[src/math_markup_tokenizer_macros.svh]
// Assertion macros shared by the tokenizer RTL.
`ifndef MATH_MARKUP_TOKENIZER_MACROS_SVH
`define MATH_MARKUP_TOKENIZER_MACROS_SVH

`ifndef ASSERT_OFF

// Check a property on every clock edge outside reset.
`define MMT_ASSERT(label, prop) \
    label: assert property (@(posedge clk) disable iff (!rst_n) (prop)) \
        else $error("tokenizer assertion failed");

// Check that a condition never holds.
`define MMT_NEVER(label, expr) \
    label: assert property (@(posedge clk) disable iff (!rst_n) !(expr)) \
        else $error("tokenizer forbidden condition seen");

`else

`define MMT_ASSERT(label, prop)
`define MMT_NEVER(label, expr)

`endif

`endif

[src/mmt_pkg.sv]
// Shared types, token kind codes, byte codes and the punctuation table.
`timescale 1ns / 1ps

package mmt_pkg;

    localparam int CHUNK_BYTES = 8;
    localparam int MAX_RESULTS = 5;
    localparam int POS_OUT_W   = 16;

    localparam logic OP_TEXT = 1'b0;
    localparam logic OP_END  = 1'b1;

    localparam logic [7:0] CH_DOT    = 8'h2E;
    localparam logic [7:0] CH_BSLASH = 8'h5C;
    localparam logic [7:0] CH_NL     = 8'h0A;
    localparam logic [7:0] CH_SPACE  = 8'h20;
    localparam logic [7:0] CH_TAB    = 8'h09;

    localparam logic [5:0] K_NUMBER    = 6'd0;
    localparam logic [5:0] K_DECIMAL   = 6'd1;
    localparam logic [5:0] K_EQUALS    = 6'd2;
    localparam logic [5:0] K_LPAREN    = 6'd3;
    localparam logic [5:0] K_RPAREN    = 6'd4;
    localparam logic [5:0] K_LBRACE    = 6'd5;
    localparam logic [5:0] K_PLUS      = 6'd6;
    localparam logic [5:0] K_MINUS     = 6'd7;
    localparam logic [5:0] K_STAR      = 6'd8;
    localparam logic [5:0] K_SLASH     = 6'd9;
    localparam logic [5:0] K_COMMA     = 6'd10;
    localparam logic [5:0] K_CARET     = 6'd11;
    localparam logic [5:0] K_COLON     = 6'd12;
    localparam logic [5:0] K_SEMICOLON = 6'd13;
    localparam logic [5:0] K_PIPE      = 6'd14;
    localparam logic [5:0] K_LESS      = 6'd15;
    localparam logic [5:0] K_GREATER   = 6'd16;
    localparam logic [5:0] K_PRIME     = 6'd17;
    localparam logic [5:0] K_DOLLAR    = 6'd18;
    localparam logic [5:0] K_PERCENT   = 6'd19;
    localparam logic [5:0] K_TILDE     = 6'd20;
    localparam logic [5:0] K_HASH      = 6'd21;
    localparam logic [5:0] K_UNDERSCR  = 6'd22;
    localparam logic [5:0] K_LBRACK    = 6'd23;
    localparam logic [5:0] K_RBRACK    = 6'd24;
    localparam logic [5:0] K_DOT       = 6'd25;
    localparam logic [5:0] K_RBRACE    = 6'd26;
    localparam logic [5:0] K_DBL       = 6'd27;
    localparam logic [5:0] K_AMP       = 6'd28;
    localparam logic [5:0] K_IDENT     = 6'd29;
    localparam logic [5:0] K_COMMAND   = 6'd30;
    localparam logic [5:0] K_EOF       = 6'd31;
    localparam logic [5:0] K_NONE      = 6'd32;

    // What one accepted word asks of the result side.
    typedef struct packed {
        logic                 flush;   // a stored token leaves
        logic [4:0]           fkind;
        logic [POS_OUT_W-1:0] line;
        logic [POS_OUT_W-1:0] fcol;
        logic                 trunc;
        logic                 xtra;    // one extra result after the token
        logic [4:0]           xkind;
        logic [POS_OUT_W-1:0] xcol;
        logic                 xtext;   // extra result carries the current byte
        logic                 wr_en;   // byte goes into the buffer
    } mmt_plan_t;

    function automatic logic [5:0] punct_kind(input logic [7:0] c);
        logic [5:0] k;
        case (c)
            "=":     k = K_EQUALS;
            "(":     k = K_LPAREN;
            ")":     k = K_RPAREN;
            "{":     k = K_LBRACE;
            "+":     k = K_PLUS;
            "-":     k = K_MINUS;
            "*":     k = K_STAR;
            "/":     k = K_SLASH;
            ",":     k = K_COMMA;
            "^":     k = K_CARET;
            ":":     k = K_COLON;
            ";":     k = K_SEMICOLON;
            "|":     k = K_PIPE;
            "<":     k = K_LESS;
            ">":     k = K_GREATER;
            "'":     k = K_PRIME;
            "$":     k = K_DOLLAR;
            "%":     k = K_PERCENT;
            "~":     k = K_TILDE;
            "#":     k = K_HASH;
            "_":     k = K_UNDERSCR;
            "[":     k = K_LBRACK;
            "]":     k = K_RBRACK;
            "}":     k = K_RBRACE;
            "&":     k = K_AMP;
            default: k = K_IDENT;
        endcase
        return k;
    endfunction

endpackage

[src/mmt_ram.sv]
// Generic single-port-write, registered-read RAM.
`timescale 1ns / 1ps

module mmt_ram #(
    parameter int WIDTH = 8,
    parameter int DEPTH = 4,
    localparam int AW = (DEPTH > 1) ? $clog2(DEPTH) : 1
) (
    input  logic             clk,
    input  logic             we,
    input  logic [AW-1:0]    waddr,
    input  logic [WIDTH-1:0] wdata,
    input  logic             re,
    input  logic [AW-1:0]    raddr,
    output logic [WIDTH-1:0] rdata
);

    logic [WIDTH-1:0] mem_reg [DEPTH];
    logic [WIDTH-1:0] rdata_reg;

    always_ff @(posedge clk)
    begin
        if (we)
        begin
            mem_reg[waddr] <= wdata;
        end
        if (re)
        begin
            rdata_reg <= mem_reg[raddr];
        end
    end

    assign rdata = rdata_reg;

endmodule

[src/mmt_lex.sv]
// Byte classifier and lexer state: decides flushes, extra results and buffer writes.
`timescale 1ns / 1ps
`include "math_markup_tokenizer_macros.svh"

module mmt_lex import mmt_pkg::*; #(
    parameter int MAX_TOKEN_BYTES = 32,
    parameter int POSITION_BITS = 16,
    localparam int BCW = $clog2(MAX_TOKEN_BYTES + 1)
) (
    input  logic           clk,
    input  logic           rst_n,
    input  logic           accept,
    input  logic           op,
    input  logic [7:0]     ch,
    input  logic [7:0]     next_ch,
    input  logic           has_next,
    output mmt_plan_t      plan,
    output logic [BCW-1:0] fbytes,
    output logic [BCW-1:0] wr_idx
);

    localparam int PB = POSITION_BITS;

    logic           cm_reg, cm_next;
    logic [5:0]     kind_reg, kind_next;
    logic [BCW-1:0] bc_reg, bc_next;
    logic           ovf_reg, ovf_next;
    logic [PB-1:0]  line_reg, line_next;
    logic [PB-1:0]  col_reg, col_next;
    logic [PB-1:0]  tsc_reg, tsc_next;
    logic           skip_reg, skip_next;

    logic           is_dig, is_let, is_dot, is_bs, is_sp, is_nl, is_punct, is_ident;
    logic           nxt_dig, dbl, keep_cmd, dec_cont, new_tok, tok1, txt;
    logic           flush_any, app, wr_ok;
    logic [5:0]     pk, last_k, cur_k;
    logic [BCW-1:0] bc_eff;
    logic           ovf_eff;
    logic [PB:0]    col_p1, col_p2;
    logic [PB-1:0]  col_i1, col_i2;

    always_comb
    begin
        pk       = punct_kind(ch);
        is_dig   = ch inside {["0":"9"]};
        is_let   = ch inside {["a":"z"], ["A":"Z"]};
        is_dot   = (ch == CH_DOT);
        is_bs    = (ch == CH_BSLASH);
        is_sp    = ch inside {CH_SPACE, CH_TAB};
        is_nl    = (ch == CH_NL);
        is_punct = (pk != K_IDENT);
        is_ident = !is_dig && !is_dot && !is_bs && !is_sp && !is_nl && !is_punct;
        nxt_dig  = has_next && (next_ch inside {["0":"9"]});
        dbl      = is_bs && has_next && (next_ch == CH_BSLASH);
        txt      = (op == OP_TEXT) && !skip_reg;

        // A command ends on any non-letter; the byte is then lexed from scratch.
        last_k   = cm_reg ? K_NONE : kind_reg;
        keep_cmd = cm_reg && is_let;
        dec_cont = !cm_reg && is_dot && (kind_reg == K_NUMBER) && nxt_dig;
        new_tok  = !keep_cmd && (is_dig || is_ident);
        cur_k    = is_dig ? ((last_k == K_DECIMAL) ? K_DECIMAL : K_NUMBER) : K_IDENT;
        tok1     = !keep_cmd && (is_punct || (is_dot && !dec_cont));

        if (op == OP_END)
        begin
            flush_any = 1'b1;
        end
        else if (skip_reg)
        begin
            flush_any = 1'b0;
        end
        else
        begin
            flush_any = !(keep_cmd || dec_cont || (new_tok && (cur_k == last_k)));
        end

        bc_eff  = flush_any ? '0 : bc_reg;
        ovf_eff = flush_any ? 1'b0 : ovf_reg;
        app     = txt && (keep_cmd || dec_cont || new_tok);
        wr_ok   = app && (bc_eff < BCW'(MAX_TOKEN_BYTES));

        col_p1 = {1'b0, col_reg} + (PB + 1)'(1);
        col_p2 = {1'b0, col_reg} + (PB + 1)'(2);
        col_i1 = col_p1[PB] ? '1 : col_p1[PB-1:0];
        col_i2 = col_p2[PB] ? '1 : col_p2[PB-1:0];

        plan.flush = flush_any && (bc_reg != '0);
        plan.fkind = kind_reg[4:0];
        plan.line  = POS_OUT_W'(line_reg);
        plan.fcol  = POS_OUT_W'(tsc_reg);
        plan.trunc = ovf_reg;
        plan.xtra  = (op == OP_END) || (txt && (dbl || tok1));
        if (op == OP_END)
        begin
            plan.xkind = K_EOF[4:0];
        end
        else if (dbl)
        begin
            plan.xkind = K_DBL[4:0];
        end
        else if (is_dot)
        begin
            plan.xkind = K_DOT[4:0];
        end
        else
        begin
            plan.xkind = pk[4:0];
        end
        plan.xcol  = POS_OUT_W'(col_reg);
        plan.xtext = (op == OP_TEXT) && tok1;
        plan.wr_en = wr_ok;

        fbytes = bc_reg;
        wr_idx = bc_eff;

        cm_next   = cm_reg;
        kind_next = kind_reg;
        bc_next   = bc_reg;
        ovf_next  = ovf_reg;
        line_next = line_reg;
        col_next  = col_reg;
        tsc_next  = tsc_reg;
        skip_next = skip_reg;

        if (op == OP_END)
        begin
            cm_next   = 1'b0;
            kind_next = K_NONE;
            bc_next   = '0;
            ovf_next  = 1'b0;
            line_next = PB'(1);
            col_next  = PB'(1);
            tsc_next  = PB'(1);
            skip_next = 1'b0;
        end
        else if (skip_reg)
        begin
            skip_next = 1'b0;
        end
        else
        begin
            cm_next  = keep_cmd || (is_bs && !dbl);
            bc_next  = wr_ok ? (bc_eff + BCW'(1)) : bc_eff;
            ovf_next = ovf_eff || (app && !wr_ok);
            skip_next = dbl;

            if (keep_cmd || (is_bs && !dbl))
            begin
                kind_next = K_COMMAND;
            end
            else if (dec_cont)
            begin
                kind_next = K_DECIMAL;
            end
            else if (new_tok)
            begin
                kind_next = cur_k;
            end
            else
            begin
                kind_next = K_NONE;
            end

            if ((new_tok && (bc_eff == '0)) || tok1 || (is_bs && !dbl))
            begin
                tsc_next = col_reg;
            end

            if (is_nl)
            begin
                col_next = PB'(1);
                if (line_reg != '1)
                begin
                    line_next = line_reg + PB'(1);
                end
            end
            else if (dbl)
            begin
                col_next = col_i2;
            end
            else
            begin
                col_next = col_i1;
            end
        end
    end

    always_ff @(posedge clk or negedge rst_n)
    begin
        if (!rst_n)
        begin
            cm_reg   <= 1'b0;
            kind_reg <= K_NONE;
            bc_reg   <= '0;
            ovf_reg  <= 1'b0;
            line_reg <= PB'(1);
            col_reg  <= PB'(1);
            tsc_reg  <= PB'(1);
            skip_reg <= 1'b0;
        end
        else if (accept)
        begin
            cm_reg   <= cm_next;
            kind_reg <= kind_next;
            bc_reg   <= bc_next;
            ovf_reg  <= ovf_next;
            line_reg <= line_next;
            col_reg  <= col_next;
            tsc_reg  <= tsc_next;
            skip_reg <= skip_next;
        end
    end

    `MMT_ASSERT(a_ovf_full, ovf_reg |-> (bc_reg == BCW'(MAX_TOKEN_BYTES)))
    `MMT_ASSERT(a_cmd_kind, cm_reg |-> (kind_reg == K_COMMAND))
    `MMT_ASSERT(a_end_clears, (accept && (op == OP_END)) |=> ((bc_reg == '0) && !cm_reg && !skip_reg))

endmodule

[src/math_markup_tokenizer.sv]
// Math markup tokenizer top level: token buffer RAM, chunk sequencer and output register.
// Bytes enter one word per cycle while in_stall is low, with a one-byte lookahead; a word
// that emits no result is taken without a stall. Token text sits in eight byte-wide RAM banks,
// so a whole 8-byte chunk comes out of one read. A word that emits results holds in_stall
// until its last result is loaded into the output register; when stored text leaves, the
// first chunk also waits for the registered RAM read, and output stalls add to the wait.
// At most five results leave per word. No clearing pass runs after reset.
`timescale 1ns / 1ps
`include "math_markup_tokenizer_macros.svh"

module math_markup_tokenizer import mmt_pkg::*; #(
    parameter int MAX_TOKEN_BYTES = 32,
    parameter int POSITION_BITS = 16
) (
    input  logic        clk,
    input  logic        rst_n,
    input  logic        in_valid,
    output logic        in_stall,
    input  logic        op,
    input  logic [7:0]  ch,
    input  logic [7:0]  next_ch,
    input  logic        has_next,
    output logic        out_valid,
    input  logic        out_stall,
    output logic [4:0]  kind,
    output logic [15:0] line,
    output logic [15:0] column,
    output logic [63:0] text_chunk,
    output logic [3:0]  chunk_bytes,
    output logic        final_chunk,
    output logic        truncated,
    output logic        last
);

    localparam int ROWS = (MAX_TOKEN_BYTES + CHUNK_BYTES - 1) / CHUNK_BYTES;
    localparam int RAW  = (ROWS > 1) ? $clog2(ROWS) : 1;
    localparam int BCW  = $clog2(MAX_TOKEN_BYTES + 1);
    localparam int CNW  = $clog2(ROWS + 1);

    mmt_plan_t      plan;
    logic [BCW-1:0] fbytes, wr_idx;
    logic           accept, job_start;

    logic           busy_reg;
    logic [4:0]     job_kind_reg;
    logic [15:0]    job_line_reg, job_col_reg;
    logic           job_trunc_reg;
    logic [BCW-1:0] job_bc_reg;
    logic [CNW-1:0] job_nch_reg, job_lim_reg, iss_reg, rd_idx_reg;
    logic           rdv_reg;
    logic           x_reg;
    logic [4:0]     x_kind_reg;
    logic [15:0]    x_col_reg;
    logic           x_text_reg;
    logic [7:0]     x_byte_reg;
    logic           pw_reg;
    logic [7:0]     pw_byte_reg;

    logic           out_valid_reg;
    logic [4:0]     kind_reg;
    logic [15:0]    line_reg, column_reg;
    logic [63:0]    chunk_reg;
    logic [3:0]     bytes_reg;
    logic           final_reg, trunc_reg, last_reg;

    logic [BCW:0]   bc_plus;
    logic [CNW-1:0] nch_in, lim_in;
    logic           x_in;
    logic           out_free, load_chunk, load_extra, issue, chunk_last, done;
    logic           wr_go;
    logic [RAW-1:0] waddr;
    logic [2:0]     wr_bank;
    logic [7:0]     wdata;
    logic [7:0]     rd_bank [CHUNK_BYTES];
    logic [BCW-1:0] rem;
    logic [3:0]     nb;
    logic [63:0]    chunk_val;

    assign accept    = in_valid && !busy_reg;
    assign in_stall  = busy_reg;
    assign job_start = accept && (plan.flush || plan.xtra);

    mmt_lex #(
        .MAX_TOKEN_BYTES(MAX_TOKEN_BYTES),
        .POSITION_BITS(POSITION_BITS)
    ) u_lex (
        .clk(clk),
        .rst_n(rst_n),
        .accept(accept),
        .op(op),
        .ch(ch),
        .next_ch(next_ch),
        .has_next(has_next),
        .plan(plan),
        .fbytes(fbytes),
        .wr_idx(wr_idx)
    );

    always_comb
    begin
        bc_plus = {1'b0, (plan.flush ? fbytes : BCW'(0))} + (BCW + 1)'(CHUNK_BYTES - 1);
        nch_in  = CNW'(bc_plus >> 3);
        lim_in  = (32'(nch_in) > MAX_RESULTS) ? CNW'(MAX_RESULTS) : nch_in;
        x_in    = plan.xtra && (32'(nch_in) < MAX_RESULTS);
    end

    // Read pipeline: issue a row, hold its data until the output register takes it.
    assign out_free   = !out_valid_reg || !out_stall;
    assign load_chunk = rdv_reg && out_free;
    assign issue      = busy_reg && (iss_reg < job_lim_reg) && (!rdv_reg || load_chunk);
    assign load_extra = busy_reg && x_reg && !rdv_reg && (iss_reg == job_lim_reg) && out_free;
    assign chunk_last = (rd_idx_reg == (job_lim_reg - CNW'(1)));
    assign done       = (load_chunk && chunk_last && !x_reg) || load_extra;

    // A byte that opens a token behind a flush is held until the old rows are read.
    assign wr_go   = (accept && plan.wr_en && !job_start) || (done && pw_reg);
    assign waddr   = busy_reg ? RAW'(0) : wr_idx[3 +: RAW];
    assign wr_bank = busy_reg ? 3'd0 : wr_idx[2:0];
    assign wdata   = busy_reg ? pw_byte_reg : ch;

    for (genvar b = 0; b < CHUNK_BYTES; b++)
    begin : g_bank
        mmt_ram #(
            .WIDTH(8),
            .DEPTH(ROWS)
        ) u_ram (
            .clk(clk),
            .we(wr_go && (wr_bank == 3'(b))),
            .waddr(waddr),
            .wdata(wdata),
            .re(issue),
            .raddr(iss_reg[RAW-1:0]),
            .rdata(rd_bank[b])
        );
    end

    always_comb
    begin
        rem = job_bc_reg - BCW'({rd_idx_reg, 3'b000});
        nb  = (rem > BCW'(CHUNK_BYTES)) ? 4'(CHUNK_BYTES) : rem[3:0];
        for (int i = 0; i < CHUNK_BYTES; i++)
        begin
            chunk_val[8*i +: 8] = (4'(i) < nb) ? rd_bank[i] : 8'h00;
        end
    end

    always_ff @(posedge clk or negedge rst_n)
    begin
        if (!rst_n)
        begin
            busy_reg      <= 1'b0;
            iss_reg       <= '0;
            rdv_reg       <= 1'b0;
            x_reg         <= 1'b0;
            pw_reg        <= 1'b0;
            out_valid_reg <= 1'b0;
        end
        else
        begin
            if (job_start)
            begin
                busy_reg <= 1'b1;
                iss_reg  <= '0;
                x_reg    <= x_in;
                pw_reg   <= plan.wr_en;
            end
            else
            begin
                if (done)
                begin
                    busy_reg <= 1'b0;
                    pw_reg   <= 1'b0;
                end
                if (issue)
                begin
                    iss_reg <= iss_reg + CNW'(1);
                end
                if (load_extra)
                begin
                    x_reg <= 1'b0;
                end
            end

            if (issue)
            begin
                rdv_reg <= 1'b1;
            end
            else if (load_chunk)
            begin
                rdv_reg <= 1'b0;
            end

            if (load_chunk || load_extra)
            begin
                out_valid_reg <= 1'b1;
            end
            else if (!out_stall)
            begin
                out_valid_reg <= 1'b0;
            end
        end
    end

    // Payload registers: job snapshot and output word.
    always_ff @(posedge clk)
    begin
        if (job_start)
        begin
            job_kind_reg  <= plan.fkind;
            job_line_reg  <= plan.line;
            job_col_reg   <= plan.fcol;
            job_trunc_reg <= plan.trunc;
            job_bc_reg    <= plan.flush ? fbytes : BCW'(0);
            job_nch_reg   <= nch_in;
            job_lim_reg   <= lim_in;
            x_kind_reg    <= plan.xkind;
            x_col_reg     <= plan.xcol;
            x_text_reg    <= plan.xtext;
            x_byte_reg    <= ch;
            pw_byte_reg   <= ch;
        end
        if (issue)
        begin
            rd_idx_reg <= iss_reg;
        end
        if (load_chunk)
        begin
            kind_reg   <= job_kind_reg;
            line_reg   <= job_line_reg;
            column_reg <= job_col_reg;
            chunk_reg  <= chunk_val;
            bytes_reg  <= nb;
            final_reg  <= (rd_idx_reg == (job_nch_reg - CNW'(1)));
            trunc_reg  <= job_trunc_reg;
            last_reg   <= chunk_last && !x_reg;
        end
        else if (load_extra)
        begin
            kind_reg   <= x_kind_reg;
            line_reg   <= job_line_reg;
            column_reg <= x_col_reg;
            chunk_reg  <= x_text_reg ? {56'd0, x_byte_reg} : 64'd0;
            bytes_reg  <= x_text_reg ? 4'd1 : 4'd0;
            final_reg  <= 1'b1;
            trunc_reg  <= 1'b0;
            last_reg   <= 1'b1;
        end
    end

    assign out_valid   = out_valid_reg;
    assign kind        = kind_reg;
    assign line        = line_reg;
    assign column      = column_reg;
    assign text_chunk  = chunk_reg;
    assign chunk_bytes = bytes_reg;
    assign final_chunk = final_reg;
    assign truncated   = trunc_reg;
    assign last        = last_reg;

    `MMT_ASSERT(a_defer_row0, (job_start && plan.wr_en) |-> (wr_idx == '0))
    `MMT_NEVER(a_rw_clash, issue && wr_go)
    `MMT_ASSERT(a_rdv_busy, rdv_reg |-> busy_reg)
    `MMT_ASSERT(a_iss_bound, busy_reg |-> (iss_reg <= job_lim_reg))

endmodule

[config.mk]
export PLATFORM = sky130hd
export DESIGN_NAME = math_markup_tokenizer
export DESIGN_NICKNAME = d
export VERILOG_FILES = /design/src/mmt_pkg.sv /design/src/mmt_ram.sv /design/src/mmt_lex.sv /design/src/math_markup_tokenizer.sv
export VERILOG_INCLUDE_DIRS = /design/src /design/src/src
export SDC_FILE = /design/constraint.sdc
export NUM_CORES = 1
export LEC_CHECK = 0
export ABC_AREA = 1
export CAP_MARGIN = 20
export CORE_MARGIN = 3
export CORE_UTILIZATION = 40
export DETAILED_ROUTE_END_ITERATION = 8
export DONT_BUFFER_PORTS = 1
export PLACE_DENSITY = 0.53
export SLEW_MARGIN = 20
export SYNTH_ARGS = -nofsm -noshare
export SYNTH_HDL_FRONTEND = slang
export SYNTH_SLANG_ARGS = --single-unit
[constraint.sdc]
create_clock -name clk -period 5.8 [get_ports clk]
set_clock_uncertainty 0.1 [all_clocks]
set_input_delay 0.29 -clock clk [delete_from_list [all_inputs] [get_ports clk]]
set_output_delay 0.29 -clock clk [all_outputs]
set_load 0.02 [all_outputs]
==> results of run 1 <==
kinds of logic (layout without fill, tap and decap cells):
group,Yosys count,count (layout),share of synthesized area
AND/OR/NAND/NOR,726,726,0.133
other,0,3,0
flip-flops,577,577,0.731
XOR/XNOR,23,23,0.00867
buffers and inverters,254,338,0.0414
adder cells (fa/ha/maj),13,13,0.00732
AO/OA/AOI/OAI,323,323,0.0785
power by group through the flow:
stage,clock network [mW],logic [mW],registers [mW]
final,3.91,3.01,6.90
after global routing,4.17,3.39,7.00
after CTS,4.01,3.00,6.92
after detailed placement,0,2.96,7.00
after global placement,0,2.90,6.99
after floorplan,0,1.85,6.83
repair_timing:
item | in CTS | in global routing
setup buffers | 0 | 0
endpoints found under the setup margin | 0 | 0
hold endpoints to repair | 102 | 0
hold buffers | 18 | 0
metrics by stage:
stage	instance area (µm²)	setup slack, ns	std cells	util	hold slack (ns)
after floorplan	23200	1.19	1916	-	-0.106
after global placement	24200	1.93	2623	0.424	-0.103
after detailed placement	24200	1.83	2625	0.425	-0.103
after CTS	26400	1.82	2753	0.464	0.0115
after global routing	26500	1.53	2757	0.465	0.0598
final	26500	1.81	2759	0.466	0.0475
worst max-delay path, cell delays in order (launching register included):
cell,delay (ns)
dfrtp_1,0.42
nor2_1,0.15
nand2_1,0.06
a21oi_1,0.13
dlygate4sd3_1,0.57
nand3_1,0.10
o21a_2,0.17
a21oi_2,0.18
nand2_1,0.07
o21ai_1,0.17
nand2_2,0.12
nand2_1,0.20
clkinv_2,0.62
buf_4,0.57
routing by layer:
| layer | wire (µm) | GRT usage | vias to the layer above |
|---|---|---|---|
| li1 | - | - | 6765 |
| met1 | 25800 | 0.267 | 7053 |
| met2 | 25000 | 0.280 | 463 |
| met3 | 3290 | 0.0282 | 96 |
| met4 | 1440 | 0.0575 | 0 |
| met5 | 0 | 0 | - |
worst min-delay path by stage:
stage,from,slack [ns],end,cells past startpoint
final,next_ch[5],0.05,u_lex.kind_reg[0]$_DFFE_PN0P_,6
after global routing,next_ch[5],0.06,u_lex.kind_reg[0]$_DFFE_PN0P_,6
after CTS,next_ch[5],0.01,u_lex.kind_reg[0]$_DFFE_PN0P_,6
after detailed placement,rst_n,-0.10,u_lex.tsc_reg[2]$_DFFE_PN0P_,0
after global placement,rst_n,-0.10,u_lex.tsc_reg[2]$_DFFE_PN0P_,0
after floorplan,rst_n,-0.11,in_stall$_DFFE_PN0P_,0
final cells by class:
type	instances	area [µm²]	area share
Antenna cell	3	7.51	0.000283
Timing Repair Buffer	38	448	0.0169
Clock buffer	69	1520	0.0575
Sequential cell	577	17000	0.641
Tap cell	756	946	0.0357
Multi-Input combinational cell	1085	5400	0.204
Inverter	190	717	0.0271
Clock inverter	41	469	0.0177
synthesized netlist by cell type, drive strengths merged, types with 17 or more instances:
| cell | number | area [µm²] |
|---|---|---|
| nor3 | 18 | 100 |
| xor2 | 17 | 149 |
| dfrtp | 64 | 1600 |
| clkbuf | 59 | 221 |
| o22ai | 68 | 425 |
| inv | 189 | 712 |
| edfxtp | 509 | 15300 |
| nor2 | 337 | 1320 |
| o21ai | 191 | 967 |
| nand2 | 268 | 1070 |
| nand3 | 78 | 440 |
| a21oi | 30 | 158 |
==> results by group, run 1 <==
Critical path
  – R2R Setup Slk: approximately 1.8 ns
  – Critical path class: register to register
  – Critical path data arrival time: around 4.2 ns
  – Worst Setup End Kind: register
  – Worst setup path start: u_lex.kind_reg[4]$_DFFE_PN0P_
  – Crit start category: register
  – Worst reg2reg path startpoint: u_lex.kind_reg[4]$_DFFE_PN0P_
  – Top fanout value on the critical path: 42
  – R2R cell count: 13
  – Critical Path RT: ~6 ns
  – Last element of the critical path: job_line_reg[11]$_DFFE_PP_
  – R2r endpoint: job_line_reg[11]$_DFFE_PP_

Floorplanning
  – Io pins: roughly 130
  – Die width: about 250 µm
  – Core ar.: between 50000 and 60000 µm²
  – Die area: between 60000 and 70000 µm²
  – Initial Util: 0.408
  – Placement row count: between 80 and 90
  – Die Height: 247 µm

Route
  – Wirelength, routed: 55500 µm
  – Vias per cell: around 5.2
  – DRC: 0
  – 1st-pass router iterations: 5
  – Routed len/inst: between 20 and 25 µm
  – Antenna Nets Post-Route: 0
  – Via Count: between 10k and 15k
  – DR iter-0 viols: about 1.3k

Global route
  – Largest net degree at the start of global routing: between 100 and 150
  – GRT Util Overall: 0.182
  – First-pass GRT wire length: 85000 µm
  – Grt total ovfl: 0
  – Initial antenna violation count: 3
  – Vias in the first global route: about 14k

STA
  – Setup TNS: 0 ns
  – Max Fclk: ~0.25 GHz
  – Crit share post-route: 0.688
  – Slew @ Worst Pin: just over 1 ns
  – RSZ-0062 raised after global routing: false
  – Finish-stage setup viols: 0
  – Slew Viols, Final: 0
  – Slew margin rel.: 0.322
  – Min Tclk post-route: around 4 ns
  – Fin. Hold Viols: 0

Clock network
  – Post-CTS sizing: 0
  – Clock tree root driver cell: clkbuf_16
  – H-tree depth reported by CTS: 2
  – Clock Latency Late Sink: around 0.64 ns
  – Clock sink count: just under 600
  – TritonCTS clock tree: built
  – Largest buffer count on any clock path: 3
  – Worst-path clk slew: 0.06 ns
  – TritonCTS Buffers: ~60

Logic synthesis
  – Synth Flop Type: edfxtp_1
  – Synth Cell Area: between 20000 and 25000 µm²
  – Avg Cell Area, Syn: ~12 µm²
  – Sequential share of the synthesized area: 0.731
  – Distinct cells, synth: 53
  – Number of synthesized flops with an enable pin: around 510
  – Flop and latch count out of synthesis: between 500 and 600
  – Net Count, Synth: ~2.0k
  – Yosys warns: 0
  – Asr flop ratio synth: 0.118
  – Cells after Synth: between 1.5k and 2k

Final layout
  – Nets: approximately 2.0k
  – Commonest non-fill, non-tap cells in the layout: edfxtp_1, nor2_1, nand2_1
  – Fillers: 5090
  – Max reg flops: between 200 and 300
  – Most common cell after layout, fill and taps aside: edfxtp_1
  – Area Growth Syn to Fin: 14.0%
  – Share of cells above drive strength 1: 0.0995

Flow run
  – Max-Cap Viols: 0

Run status
  – Status: finished clean

Pwr
  – Final total power: around 14 mW
  – Int Pwr: 9.07 mW
  – Max rail drop VDD: 0.263 mV
  – Sw Ratio: 0.343
  – Clock network power share: 0.283
  – Sequential power share: 0.499
  – PD cells: roughly 520 nW/µm²
  – Psw: between 4 and 5 mW
  – Lkg Pwr: a little under 10 nW
  – Combinational share of power: 0.218

Place
  – Routability cong.: between 0.9 and 1
  – Post-DP HPWL: roughly 34000 µm
  – IO buf count: 0

Hold path
  – Hold crit path type: primary input to register
Note: power is estimated with default switching activity, not from simulation.
==> run 2, diff against run 1 <==
- clock period: 5.8 -> 3.9 ns (I/O delays scaled with it)
==> run 2 against run 1 <==
Effect of this change:
- global-route usage about the same
- register-to-register slack got worse by 1.7 ns
- die area unchanged
- via count decreased by 0.19%
- largest power group unchanged
- routed wire length decreased by 1.0%
- setup slack got worse by 1.7 ns
- utilization increased by 0.36 points
- clock power increased by 46%
==> results by group, run 2 (synthesis results as in run 1) <==
STA
  – Crit share post-route: 0.961
  – Slew @ Worst Pin: ~1.0 ns
  – Slew Viols, Final: 0
  – Fin. Hold Viols: 0
  – Min Tclk post-route: 3.75 ns
  – Max Fclk: 0.267 GHz
  – Slew margin rel.: 0.311
  – Finish-stage setup viols: 0
  – RSZ-0062 raised after global routing: false
  – Setup TNS: 0 ns

Pwr
  – Final total power: 20.2 mW
  – PD cells: between 700 and 800 nW/µm²
  – Lkg Pwr: roughly 10 nW
  – Max rail drop VDD: between 0.3 and 0.4 mV

Route
  – Antenna Nets Post-Route: 0
  – 1st-pass router iterations: 5
  – DRC: 0
  – Wirelength, routed: 54900 µm
  – Routed len/inst: between 15 and 20 µm
  – DR iter-0 viols: about 1.3k
  – Via Count: between 10k and 15k
  – Vias per cell: roughly 5

Critical path
  – R2R Setup Slk: 0.15 ns
  – Critical path data arrival time: 3.95 ns
  – Slowest stage delay, CP: between 0.5 and 0.6 ns
  – Cell mode on critical path: nor2_1
  – Top fanout value on the critical path: 8
  – Critical path class: register to register
  – Worst Setup End Kind: register
  – Critical Path, Cell by Cell: nor2_1, nand2_1, a21oi_1, dlygate4sd3_1, nand3_1, o21a_2, inv_1, nor2_1, nand2_4, nand3_1, nor2_1, nand2_1, nor2_1, buf_4
  – Cell at the slowest stage of the critical path: dlygate4sd3_1
  – Crit start category: register
  – Critical Path RT: between 4 and 5 ns

Clock network
  – Worst-path clk slew: approximately 0.06 ns
  – H-tree depth reported by CTS: 2
  – TritonCTS Buffers: 60
  – TritonCTS clock tree: built
  – Clock tree root driver cell: clkbuf_16
  – Largest buffer count on any clock path: 3
  – Clock sink count: roughly 580
  – Clock Latency Late Sink: between 0.6 and 0.7 ns

Global route
  – Largest net degree at the start of global routing: 93
  – GRT Util Overall: 0.182
  – Grt total ovfl: 0
  – Initial antenna violation count: 1
  – First-pass GRT wire length: between 80000 and 90000 µm
  – Vias in the first global route: between 10k and 15k

Floorplanning
  – Die Height: ~250 µm
  – Io pins: ~130
  – Placement row count: 87
  – Die width: 247 µm
  – Initial Util: 0.408
  – Core ar.: 56900 µm²
  – Die area: around 60000 µm²

Hold path
  – Hold crit path type: primary input to register

Place
  – IO buf count: 0
  – Post-DP HPWL: ~33000 µm
  – Routability cong.: 0.888

Final layout
  – Commonest non-fill, non-tap cells in the layout: edfxtp_1, nor2_1, nand2_1
  – Share of cells above drive strength 1: 0.112
  – Max reg flops: 256
  – Fillers: slightly above 5k
  – Area Growth Syn to Fin: 14.9%
  – Ant diodes: 0
  – Most common cell after layout, fill and taps aside: edfxtp_1
  – Final core area utilization: 0.469
  – Nets: 2026

Run status
  – Status: finished clean

Flow run
  – Max-Cap Viols: 0
[run 2: path summary, 6_finish.rpt]
kind                       cells past startpoint                          start                                      end
max                                           14  u_lex.kind_reg[4]$_DFFE_PN0P_  g_bank[0].u_ram.mem_reg[3][1]$_DFFE_PP_
min                                            5                          ch[0]               u_lex.skip_reg$_DFFE_PN0P_
max reg2reg                                   14  u_lex.kind_reg[4]$_DFFE_PN0P_  g_bank[0].u_ram.mem_reg[3][1]$_DFFE_PP_
min reg2reg                                    0     job_line_reg[15]$_DFFE_PP_                       line[15]$_DFFE_PP_
max in group asynchronous                      2                          rst_n             u_lex.tsc_reg[0]$_DFFE_PN1P_
min in group asynchronous                      2                          rst_n               u_lex.skip_reg$_DFFE_PN0P_
[run 2: area by class of cell]
| type | count | area, µm² | share of cell area |
|---|---|---|---|
| inverter | 190 | 721 | 0.0270 |
| clock buffer | 79 | 1600 | 0.0600 |
| timing repair buffer | 77 | 693 | 0.0260 |
| multi-input combinational | 1085 | 5370 | 0.201 |
| tap | 756 | 946 | 0.0354 |
| clock inverter | 34 | 378 | 0.0141 |
| sequential | 577 | 17000 | 0.636 |
[run 2: what timing repair did]
item	in CTS	in global routing
hold buffers	19	0
resized for setup	0	2
endpoints found under the hold margin	103	0
endpoints found under the setup margin	0	39
setup buffers	0	1
[run 2: where the power goes]
part	total [mW]	switching (mW)	leakage, nW	internal (mW)
registers	10.2	1.27	5.63	8.93
clock network	5.70	2.35	0.956	3.35
logic	4.33	3.24	3.39	1.09
total	20.2	6.85	9.98	13.4
[run 2: layer usage]
layer  share of wire  up-vias  routed length, µm  track usage
met5               0        -                  0            0
met4           0.019        0               1020       0.0445
met3           0.062       74               3420       0.0390
met2            0.46      389              25200        0.287
met1            0.46     7036              25300        0.258
li1                -     6850                  -            -
[run 2: critical path: cells and delay by family, from the launching register on]
kind | cells | cell delay [ns]
AO/OA/AOI/OAI | 2 | 0.34
buffers and inverters | 3 | 0.86
flip-flops | 1 | 0.43
AND/OR/NAND/NOR | 9 | 1.71
[run 2: per-stage QoR]
step	std cells	hold slack [ns]	cell area [µm²]	setup slack, ns
after floorplan	1916	-0.201	23300	0.274
after global placement	2665	-0.197	24500	0.573
after detailed placement	2665	-0.197	24500	0.583
after CTS	2797	0.00169	26700	0.0874
after global routing	2798	0.0349	26700	0.00144
final	2798	0.0357	26700	0.154
